--- config.mk ---
export PLATFORM = sky130hd
export DESIGN_NAME = subsequence_first_match_search_top
export DESIGN_NICKNAME = d
export VERILOG_FILES = /design/src/sfms_pkg.sv /design/src/sfms_cell.sv /design/src/subsequence_first_match_search_top.sv
export SDC_FILE = /design/constraint.sdc
export NUM_CORES = 1
export LEC_CHECK = 0
export ABC_AREA = 0
export BUFFER_PORTS_ARGS = -buffer_cell sky130_fd_sc_hd__buf_2
export CAP_MARGIN = 40
export CORE_MARGIN = 2
export CORE_UTILIZATION = 35
export CTS_BUF_LIST = sky130_fd_sc_hd__clkbuf_2 sky130_fd_sc_hd__clkbuf_4 sky130_fd_sc_hd__clkbuf_8
export DETAILED_ROUTE_END_ITERATION = 7
export PLACE_DENSITY = 0.47
export SYNTH_ARGS = -nofsm -noshare
export SYNTH_HDL_FRONTEND = slang
export SYNTH_SLANG_ARGS = --single-unit
--- constraint.sdc ---
create_clock -name clk -period 6.1 [get_ports clk]
set_input_delay 0.61 -clock clk [delete_from_list [all_inputs] [get_ports clk]]
set_output_delay 0.61 -clock clk [all_outputs]
set_load 0.01 [all_outputs]
--- src/sfms_pkg.sv ---
// ----------------------------------------------------------------------------
// sfms_pkg
// Shared opcodes and inter-cell types for the first-match sequence search.
// ----------------------------------------------------------------------------
package sfms_pkg;

  localparam logic [1:0] OP_APPEND = 2'd0;  // append one pattern word
  localparam logic [1:0] OP_TEXT   = 2'd1;  // stream one text word
  localparam logic [1:0] OP_FINISH = 2'd2;  // report and clear

  // Broadcast controls from the top level to every cell
  typedef struct packed {
    logic load;   // pattern word offered to the first empty cell
    logic step;   // text word to compare this cycle
    logic clear;  // finish: drop pattern and match state
  } cell_ctrl_t;

  // What a cell hands to its right-hand neighbour
  typedef struct packed {
    logic loaded;  // this cell holds a pattern word
    logic match;   // pattern prefix up to this cell matched so far
  } cell_link_t;

endpackage

--- src/sfms_cell.sv ---
// ----------------------------------------------------------------------------
// sfms_cell
// One pattern position: stored word, fill flag and shift-and match bit.
// ----------------------------------------------------------------------------
module sfms_cell #(
  parameter int WORD_BITS = 32
) (
  input  logic                  clk,
  input  logic                  rst_n,
  input  sfms_pkg::cell_ctrl_t  ctrl,
  input  logic [WORD_BITS-1:0]  word,
  input  sfms_pkg::cell_link_t  prev,
  input  logic                  next_loaded,
  output sfms_pkg::cell_link_t  link,
  output logic                  tail_hit
);

  logic [WORD_BITS-1:0] word_r;
  logic                 loaded_r, loaded_nxt;
  logic                 match_r, match_nxt;
  logic                 take_word;
  logic                 cmp;

  // first empty cell takes the appended word
  assign take_word = ctrl.load && !loaded_r && prev.loaded;
  assign cmp       = prev.match && (word_r == word);

  always_comb begin
    loaded_nxt = loaded_r;
    match_nxt  = match_r;
    if (ctrl.clear) begin
      loaded_nxt = 1'b0;
      match_nxt  = 1'b0;
    end else begin
      if (take_word) begin
        loaded_nxt = 1'b1;
      end
      if (ctrl.step && loaded_r) begin
        match_nxt = cmp;
      end
    end
  end

  always_ff @(posedge clk) begin
    if (!rst_n) begin
      loaded_r <= 1'b0;
      match_r  <= 1'b0;
    end else begin
      loaded_r <= loaded_nxt;
      match_r  <= match_nxt;
    end
  end

  always_ff @(posedge clk) begin
    if (take_word) begin
      word_r <= word;
    end
  end

  assign link.loaded = loaded_r;
  assign link.match  = match_r;
  // last filled cell matching means the whole pattern just matched
  assign tail_hit    = ctrl.step && loaded_r && !next_loaded && cmp;

endmodule

--- src/subsequence_first_match_search_top.sv ---
// ----------------------------------------------------------------------------
// subsequence_first_match_search_top
// Streaming first-occurrence search of a word pattern in a word text.
// ----------------------------------------------------------------------------
// One transaction of any opcode is taken every clock cycle unless the input
// is held off, as set out below. The pattern sits in a row
// of MAX_PATTERN cells; each text word is compared against every stored word
// at once and each cell passes its match bit to its neighbour (shift-and), so
// the cycle is set by one word compare plus an OR across the cells' tail
// hits. A finish loads the result into the output register at the edge that
// accepts it, so the result is offered from the next cycle, and clears the
// search. While a result waits and the receiver is not taking it, the input
// is held off for every opcode; there is no other stall.
// Appends after the first text word are ignored, a full pattern store or a
// saturated text counter raises the overflow flag, and an empty pattern
// reports found at index 0.
// ----------------------------------------------------------------------------
module subsequence_first_match_search_top #(
  parameter int MAX_PATTERN = 16,
  parameter int WORD_BITS   = 32,
  parameter int INDEX_BITS  = 16
) (
  input  logic                 clk,
  input  logic                 rst_n,
  // input channel
  input  logic                 in_valid,
  output logic                 in_ready,
  input  logic [1:0]           in_opcode,
  input  logic [WORD_BITS-1:0] in_element_value,
  // result channel
  output logic                 out_valid,
  input  logic                 out_ready,
  output logic                 out_found,
  output logic [15:0]          out_match_index,
  output logic                 out_overflow
);

  localparam int LEN_W = $clog2(MAX_PATTERN + 1);
  localparam int SUB_W = (INDEX_BITS > LEN_W) ? INDEX_BITS : LEN_W;
  localparam int OUT_W = (INDEX_BITS > 16) ? INDEX_BITS : 16;

  // ---- search state ----
  logic [LEN_W-1:0]      len_r, len_nxt;
  logic [INDEX_BITS-1:0] text_cnt_r, text_cnt_nxt;
  logic                  hit_seen_r, hit_seen_nxt;
  logic [INDEX_BITS-1:0] hit_pos_r, hit_pos_nxt;
  logic                  ovf_r, ovf_nxt;

  // ---- output register ----
  logic                  out_valid_r, out_valid_nxt;
  logic                  out_found_r;
  logic [15:0]           out_index_r;
  logic                  out_ovf_r;

  logic                  in_fire;
  logic                  is_append, is_text, is_finish;
  logic                  pattern_full, text_sat, text_idle;
  logic                  any_hit;
  logic [INDEX_BITS-1:0] text_inc;
  logic [SUB_W-1:0]      hit_calc;
  logic [OUT_W-1:0]      index_wide;

  sfms_pkg::cell_ctrl_t  ctrl;
  sfms_pkg::cell_link_t  chain [MAX_PATTERN+1];
  logic [MAX_PATTERN:0]  loaded_vec;
  logic [MAX_PATTERN-1:0] tail_hit_vec;

  // Input taken whenever no held result would be lost
  assign in_ready  = !out_valid_r || out_ready;
  assign in_fire   = in_valid && in_ready;

  assign is_append = in_fire && (in_opcode == sfms_pkg::OP_APPEND);
  assign is_text   = in_fire && (in_opcode == sfms_pkg::OP_TEXT);
  assign is_finish = in_fire && (in_opcode == sfms_pkg::OP_FINISH);

  assign pattern_full = loaded_vec[MAX_PATTERN-1];
  assign text_sat     = (text_cnt_r == {INDEX_BITS{1'b1}});
  assign text_idle    = (text_cnt_r == '0);   // pattern still open for appends
  assign text_inc     = text_cnt_r + INDEX_BITS'(1);

  assign ctrl.load  = is_append && text_idle && !pattern_full;
  assign ctrl.step  = is_text && !text_sat && !hit_seen_r;
  assign ctrl.clear = is_finish;

  // ---- cell row ----
  // Cell 0 sees a virtual left neighbour that is always full and matching.
  assign chain[0].loaded = 1'b1;
  assign chain[0].match  = 1'b1;
  assign loaded_vec[MAX_PATTERN] = 1'b0;

  for (genvar k = 0; k < MAX_PATTERN; k++) begin : g_cell
    sfms_cell #(
      .WORD_BITS (WORD_BITS)
    ) u_cell (
      .clk         (clk),
      .rst_n       (rst_n),
      .ctrl        (ctrl),
      .word        (in_element_value),
      .prev        (chain[k]),
      .next_loaded (loaded_vec[k+1]),
      .link        (chain[k+1]),
      .tail_hit    (tail_hit_vec[k])
    );
    assign loaded_vec[k] = chain[k+1].loaded;
  end

  assign any_hit  = |tail_hit_vec;
  // start index = words seen including this one, less the pattern length
  assign hit_calc = SUB_W'(text_inc) - SUB_W'(len_r);

  // ---- state update ----
  always_comb begin
    len_nxt      = len_r;
    text_cnt_nxt = text_cnt_r;
    hit_seen_nxt = hit_seen_r;
    hit_pos_nxt  = hit_pos_r;
    ovf_nxt      = ovf_r;
    if (is_finish) begin
      len_nxt      = '0;
      text_cnt_nxt = '0;
      hit_seen_nxt = 1'b0;
      hit_pos_nxt  = '0;
      ovf_nxt      = 1'b0;
    end else if (is_append) begin
      if (ctrl.load) begin
        len_nxt = len_r + LEN_W'(1);
      end else if (text_idle) begin
        ovf_nxt = 1'b1;               // store full, word dropped
      end
    end else if (is_text) begin
      if (text_sat) begin
        ovf_nxt = 1'b1;               // counter saturated, word dropped
      end else begin
        text_cnt_nxt = text_inc;
        if (any_hit) begin
          hit_seen_nxt = 1'b1;
          hit_pos_nxt  = hit_calc[INDEX_BITS-1:0];
        end
      end
    end
  end

  always_ff @(posedge clk) begin
    if (!rst_n) begin
      len_r      <= '0;
      text_cnt_r <= '0;
      hit_seen_r <= 1'b0;
      hit_pos_r  <= '0;
      ovf_r      <= 1'b0;
    end else begin
      len_r      <= len_nxt;
      text_cnt_r <= text_cnt_nxt;
      hit_seen_r <= hit_seen_nxt;
      hit_pos_r  <= hit_pos_nxt;
      ovf_r      <= ovf_nxt;
    end
  end

  // ---- result register ----
  assign index_wide = hit_seen_r ? OUT_W'(hit_pos_r) : '0;

  always_comb begin
    out_valid_nxt = out_valid_r;
    if (is_finish) begin
      out_valid_nxt = 1'b1;
    end else if (out_ready) begin
      out_valid_nxt = 1'b0;
    end
  end

  always_ff @(posedge clk) begin
    if (!rst_n) begin
      out_valid_r <= 1'b0;
    end else begin
      out_valid_r <= out_valid_nxt;
    end
  end

  always_ff @(posedge clk) begin
    if (is_finish) begin
      out_found_r <= hit_seen_r || (len_r == '0);
      out_index_r <= index_wide[15:0];
      out_ovf_r   <= ovf_r;
    end
  end

  assign out_valid       = out_valid_r;
  assign out_found       = out_found_r;
  assign out_match_index = out_index_r;
  assign out_overflow    = out_ovf_r;

  // ---- assertions ----
  a_fill_thermo : assert property (@(posedge clk) disable iff (!rst_n)
    $countones(loaded_vec[MAX_PATTERN-1:0]) == int'(len_r))
    else $error("cell fill flags disagree with pattern length");

  a_one_tail : assert property (@(posedge clk) disable iff (!rst_n)
    $onehot0(tail_hit_vec))
    else $error("more than one cell reports a full match");

  a_hit_needs_pattern : assert property (@(posedge clk) disable iff (!rst_n)
    hit_seen_r |-> (len_r != '0))
    else $error("match recorded with an empty pattern");

  a_finish_clears : assert property (@(posedge clk) disable iff (!rst_n)
    is_finish |=> (len_r == '0) && (text_cnt_r == '0) && !hit_seen_r && !ovf_r)
    else $error("search state not cleared after finish");

  a_not_found_index : assert property (@(posedge clk) disable iff (!rst_n)
    (out_valid_r && !out_found_r) |-> (out_index_r == '0))
    else $error("non-zero index reported without a match");

endmodule
==> flow_summary.json, run 1 <==
{
  "synthTopCellsByCount": "530 x edfxtp_1, 400 x xnor2_1, 161 x nand4_1",
  "setup_viol": 0,
  "pin_count": 58,
  "wire_per_inst_microns": 24.79,
  "cp_slowest_cell": "nand2_1",
  "initial_core_util_pct": 35.17,
  "grt_use_met3_pct": 3.056,
  "tightestPinTransition_ps": 883.7,
  "gp_congestion": 0.9258,
  "max_stage_delay_ps": 720,
  "grtUsageTotal_pct": 20.70,
  "cts_inserted_buffers": 108,
  "htree_num_levels": 3,
  "core_area_sq_um": 78610,
  "cts_buffer_depth": 3,
  "antenna_found_initial": 3,
  "critPathKind": "flip-flop to flip-flop",
  "via_count": 17866,
  "holdBufCountCts": 0,
  "synth_area_per_cell_sq_um": 13.10,
  "yosysMostFrequentCell": "edfxtp_1",
  "use_met2_pct": 34.31,
  "slew_viol_final": 0,
  "start_kind": "flip-flop",
  "met1_usage_pct": 28.00,
  "drc": 0,
  "insertion_delay_ps": 720,
  "crit_family": "simple AND/OR/NAND/NOR gates",
  "hp-class": "input port to flip-flop",
  "tns_ps": 0,
  "synth_ff_type": "edfxtp_1",
  "arrival_ps": 4360,
  "yosys_warnings": 0,
  "root_buffer": "clkbuf_8",
  "gr-total-overflow": 0,
  "cts_tree": "yes",
  "synthTopCellsByArea": "edfxtp_1 58%, xnor2_1 13%, dfxtp_1 5.1%",
  "rsz0062_at_grt": "no",
  "synth_nets": 2158,
  "drive_gt1_share_pct": 15.04,
  "yosys_register_bits": 601,
  "synth_edf_count": 530,
  "fin_skew_ps": 38.41,
  "dr.pass1.iters": 5,
  "grt_pass1_vias": 17683,
  "portBuffers": 57,
  "max_freq_ghz": 0.2697,
  "synth_top_area_share_pct": 57.56,
  "syn_area_sq_um": 27650,
  "total_leakage_power_nw": 9.957,
  "drt_iter0_drc": 1459,
  "drv_cap": 0,
  "rows": 103,
  "grt_most_used_layer": "met2",
  "ys_types": 67,
  "outcome": "complete, no violations",
  "postCtsSetupBuffers": 0,
  "fin_nets": 2318,
  "grt_max_degree": 55,
  "ys_seq_area_share_pct": 62.70,
  "worstPathRequired_ps": 6750,
  "timing.final.crit_share_pct": 60.79,
  "chipWidth_microns": 285.1,
  "postLayoutCellArea_sq_um": 31820,
  "cp_max_fo": 20,
  "crit_chain": "ha_1 -> and4_1 -> nand2_1 -> o31a_1 -> nand2_1 -> nor3_1 -> o31a_1 -> a31oi_1 -> nand3_1",
  "relSlewSlack_pct": 41.09,
  "viasPerCell": 5.235,
  "die-area_sq_um": 81270,
  "cp-end-kind": "flip-flop",
  "cts_sinks": 601,
  "synthArstFlopShare_pct": 0,
  "min_period_ps": 3708,
  "postSynthCellCount": 2110,
  "finalWirelength_microns": 84600,
  "peakVddDrop_mv": 0.1635,
  "grt_pass1_wl_microns": 123300,
  "clk_pin_slew_worst_paths_ps": 60,
  "placed_area_sq_um": 29560,
  "syn_to_final_growth_pct": 15.06,
  "ant_nets": 0,
  "cts_repair_resize_count": 0,
  "die_height_microns": 285.1,
  "power.density_nw_per_um2": 284.1,
  "hold_viol": 0,
  "dp_hpwl_microns": 55910,
  "critPathBufInv": 0,
  "yosys.area.top_type": "edfxtp_1"
}
power breakdown:
| part | switching (mW) | internal, mW | total (mW) |
|---|---|---|---|
| Sequential | 0.00574 | 4.48 | 4.49 |
| Combinational | 0.417 | 0.184 | 0.600 |
| Clock | 1.74 | 2.21 | 3.95 |
| Total | 2.16 | 6.87 | 9.04 |
final cells by class:
| type | instances | area [sq um] |
|---|---|---|
| repair buffers | 149 | 1059 |
| diodes | 2 | 5.005 |
| clock buffers | 152 | 1886 |
| flip-flops and latches | 601 | 17340 |
| clock inverters | 49 | 366.6 |
| multi-input cells | 1375 | 9719 |
| fillers | 7440 | 46800 |
| well taps | 1050 | 1314 |
| inverters | 35 | 131.4 |
per-layer routing:
metal,share of wire (%),vias to the layer above
li1,-,8116
met1,45,9035
met2,48,582
met3,4.9,133
met4,2.6,0
met5,0,-
state kept, by name, indices dropped and copies added, names as in the netlist:
| register | count |
|---|---|
| g_cell.u_cell.loaded_r | 16 |
| hit_pos_r | 16 |
| out_overflow | 1 |
| len_r | 5 |
| g_cell.u_cell.word_r | 512 |
| text_cnt_r | 16 |
| out_found | 1 |
| out_match_index | 16 |
| g_cell.u_cell.match_r | 15 |
| out_valid | 1 |
| ovf_r | 1 |
| hit_seen_r | 1 |
per-stage QoR:
step / hold WS [ps] / utilization [%] / setup slack (ps) / power, mW / instances
final: 188.3 / 40.47 / 2392 / 9.039 / 3413
after floorplan: 409.0 / - / 1916 / 4.901 / 2110
after CTS: 117.3 / 40.47 / 2300 / 9.157 / 3411
after detailed placement: 426.8 / 37.60 / 1773 / 5.179 / 3210
after global routing: 154.1 / 40.47 / 2124 / 9.372 / 3413
after global placement: 426.2 / 37.43 / 1705 / 5.171 / 3201
placed cells by master, fill, tap and decap left out, drive strengths merged, types with 4 or more instances in the layout:
master / Yosys / final
a211oi: 4 / 4
nor2b: 15 / 15
o21a: 4 / 4
o2111ai: 9 / 9
and4b: 5 / 5
dfxtp: 71 / 71
and3: 9 / 9
or3b: 4 / 4
o21ai: 18 / 18
xnor2: 400 / 400
nor4bb: 6 / 6
nand4b: 5 / 5
or3: 14 / 14
o31a: 8 / 8
nand2b: 32 / 32
a211o: 4 / 4
clkbuf: 27 / 152
ha: 9 / 9
nor4b: 15 / 15
a21oi: 37 / 37
inv: 35 / 37
or4: 15 / 15
nand3: 70 / 70
buf: 72 / 149
nor2: 88 / 88
and4: 8 / 8
or2: 4 / 4
clkinv: 0 / 39
a2111oi: 4 / 4
nand4: 161 / 161
nor4: 73 / 73
edfxtp: 530 / 530
nor3: 35 / 35
and2: 24 / 24
nand2: 112 / 112
bufinv: 0 / 5
xor2: 145 / 145
kinds of logic (layout without fill, tap and decap cells):
group | Yosys count | after routing | share of synthesized area [%]
compound gates | 116 | 116 | 2.901
xor+xnor | 545 | 545 | 17.26
fa+ha+maj | 10 | 10 | 0.4796
buf+inv | 134 | 385 | 2.357
flops | 601 | 601 | 62.70
mux | 3 | 3 | 0.1086
other cells | 0 | 2 | 0
simple gates | 701 | 701 | 14.19
worst paths after layout:
path                 start           end  slack (ps)  depth (start not counted)
max          text_cnt_r[0]  hit_pos_r[4]        2390                          9
min                  rst_n     out_valid         190                          2
max reg2reg  text_cnt_r[0]  hit_pos_r[4]        2390                          9
min reg2reg          ovf_r  out_overflow         440                          0
No activity file was read; power rests on OpenSTA's default activity.
==> run 2: changes to the inputs <==
--- a/config.mk
+++ b/config.mk
@@ -12,7 +12,7 @@
 export CORE_UTILIZATION = 35
 export CTS_BUF_LIST = sky130_fd_sc_hd__clkbuf_2 sky130_fd_sc_hd__clkbuf_4 sky130_fd_sc_hd__clkbuf_8
 export DETAILED_ROUTE_END_ITERATION = 7
-export PLACE_DENSITY = 0.47
+export PLACE_DENSITY = 0.48
 export SYNTH_ARGS = -nofsm -noshare
 export SYNTH_HDL_FRONTEND = slang
 export SYNTH_SLANG_ARGS = --single-unit
==> constraint.sdc (replaced) <==
create_clock -name clk -period 3.1 [get_ports clk]
set_input_delay 0.31 -clock clk [delete_from_list [all_inputs] [get_ports clk]]
set_output_delay 0.31 -clock clk [all_outputs]
set_load 0.01 [all_outputs]
==> run 2 against run 1 <==
Critical path depth grew 6. Register-to-register slack worse by 2200 ps. Non-clock buffer count increased by 184. Sequential share of layout area shrank 3.3 points. Die area unchanged. Cell area rose by 6.5%. Combinational power rose by 140%. Clock power is 92% higher. Clock-buffer cell count is 3 lower. Power up 97%. Global-route usage is 0.74 points higher. First-iteration DRC count up 12%.
==> flow_summary.json, run 2 (synthesis gave the netlist of run 1 again) <==
{
  "outcome": "complete, no violations",
  "crit_top_cell": "buf_4",
  "final_cell_mix": "530 x edfxtp_1, 398 x xnor2_1, 197 x buf_4",
  "relSlewSlack_pct": 55.48,
  "total_leakage_power_nw": 11.05,
  "initial_core_util_pct": 35.17,
  "rows": 103,
  "portBuffers": 57,
  "cp_slowest_cell": "dlygate4sd3_1",
  "die_height_microns": 285.1,
  "timing.hold.ws_ps": 63.04,
  "syn_to_final_growth_pct": 22.52,
  "power.density_nw_per_um2": 526.5,
  "chipWidth_microns": 285.1,
  "start_kind": "input port",
  "cts_tree": "yes",
  "grt_pass1_wl_microns": 128600,
  "regMostFlops": "g_cell.u_cell.word_r",
  "dp_hpwl_microns": 62200,
  "rsz0062_at_grt": "no",
  "cp-end-kind": "flip-flop",
  "insertion_delay_ps": 730,
  "die-area_sq_um": 81270,
  "peakVddDrop_mv": 0.3763,
  "crit_family": "buffers and inverters",
  "timing.final.crit_share_pct": 97.93,
  "postLayoutCellArea_sq_um": 33880,
  "hp-class": "input port to flip-flop",
  "clk_pin_slew_worst_paths_ps": 50,
  "placed_area_sq_um": 31400,
  "grtUsageTotal_pct": 21.44,
  "slew_viol_final": 0,
  "pin_count": 58,
  "core_area_sq_um": 78610,
  "max_stage_delay_ps": 540,
  "max_freq_ghz": 0.3294,
  "min_period_ps": 3036,
  "cts_sinks": 601,
  "finalWirelength_microns": 87320,
  "htree_num_levels": 3,
  "via_count": 18486,
  "worstPathRequired_ps": 3750,
  "fin_nets": 2499,
  "antenna_found_initial": 5,
  "drive_gt1_share_pct": 20.82,
  "fin_skew_ps": 30.19,
  "drc": 0,
  "largest_reg_flops": 512,
  "grt_max_degree": 34,
  "drv_cap": 0,
  "crit_chain": "dlygate4sd3_1 -> buf_2 -> buf_12 -> buf_12 -> buf_4 -> xnor2_1 -> nand4_1 -> nor4_1 -> nand3_1 -> o32ai_1 -> buf_4 -> nor4_4 -> buf_4 -> or3_1 -> nand3_1",
  "setup_viol": 0,
  "grt_pass1_vias": 18654,
  "gr-total-overflow": 0,
  "hold_viol": 0,
  "cp_max_fo": 19,
  "cts_buffer_depth": 3,
  "ant_nets": 0,
  "drt_iter0_drc": 1628,
  "root_buffer": "clkbuf_8",
  "cts_inserted_buffers": 105,
  "tightestPinTransition_ps": 667.0,
  "viasPerCell": 5.154,
  "finalPower_mw": 17.84,
  "arrival_ps": 3690,
  "final_common_cell": "edfxtp_1",
  "tns_ps": 0,
  "dr.pass1.iters": 5,
  "gp_congestion": 0.8984,
  "critPathBufInv": 7,
  "wire_per_inst_microns": 24.34,
  "critPathKind": "input port to flip-flop"
}
==> run 2: routing by layer <==
metal / vias up / global-route usage (%) / share of wire [%]
met1: 9273 / 29.80 / 45
met2: 601 / 35.33 / 48
met5: - / 0 / 0
li1: 8481 / - / -
met4: 0 / 5.471 / 2.3
met3: 131 / 3.000 / 4.6
==> run 2: stage by stage <==
stage                     worst slack, ps  utilization, %  cells
after CTS                           16.11           42.96   3582
after floorplan                    -192.1               -   2110
final                               64.06           43.09   3587
after detailed placement           -254.8           39.94   3369
after global routing                4.146           43.09   3587
after global placement             -217.4           39.93   3368
==> run 2: final timing paths <==
| kind | start | end | slack [ps] | cells past startpoint |
|---|---|---|---|---|
| max reg2reg | g_cell[15].u_cell.word_r[15] | hit_pos_r[8] | 170 | 12 |
| max | in_element_value[19] | hit_pos_r[6] | 60 | 15 |
| min | in_element_value[28] | g_cell[7].u_cell.word_r[28] | 60 | 2 |
| min reg2reg | ovf_r | out_overflow | 430 | 0 |
==> run 2: area by class of cell <==
type	instances	area, sq um
Antenna cell	1	2.502
Clock buffer	149	1800
Clock inverter	43	360.3
Fill cell	7306	44740
Inverter	35	131.4
Multi-Input combinational cell	1375	9822
Sequential cell	601	17340
Tap cell	1050	1314
Timing Repair Buffer	333	3110
==> run 2: repair_timing <==
| action | 4_1_cts | 5_1_grt |
|---|---|---|
| gates resized for setup | 1 | 12 |
| hold buffers | 21 | 0 |
| pin swaps | 0 | 5 |
| setup buffers | 0 | 4 |
| setup endpoints to repair | 8 | 13 |
| gates cloned | 0 | 0 |
| hold endpoints to repair | 57 | 0 |
==> run 2: power by group <==
group          internal (mW)  total (mW)  switching, mW
clock                   4.18        7.58           3.40
sequential              8.82        8.83         0.0101
combinational          0.549        1.43          0.876
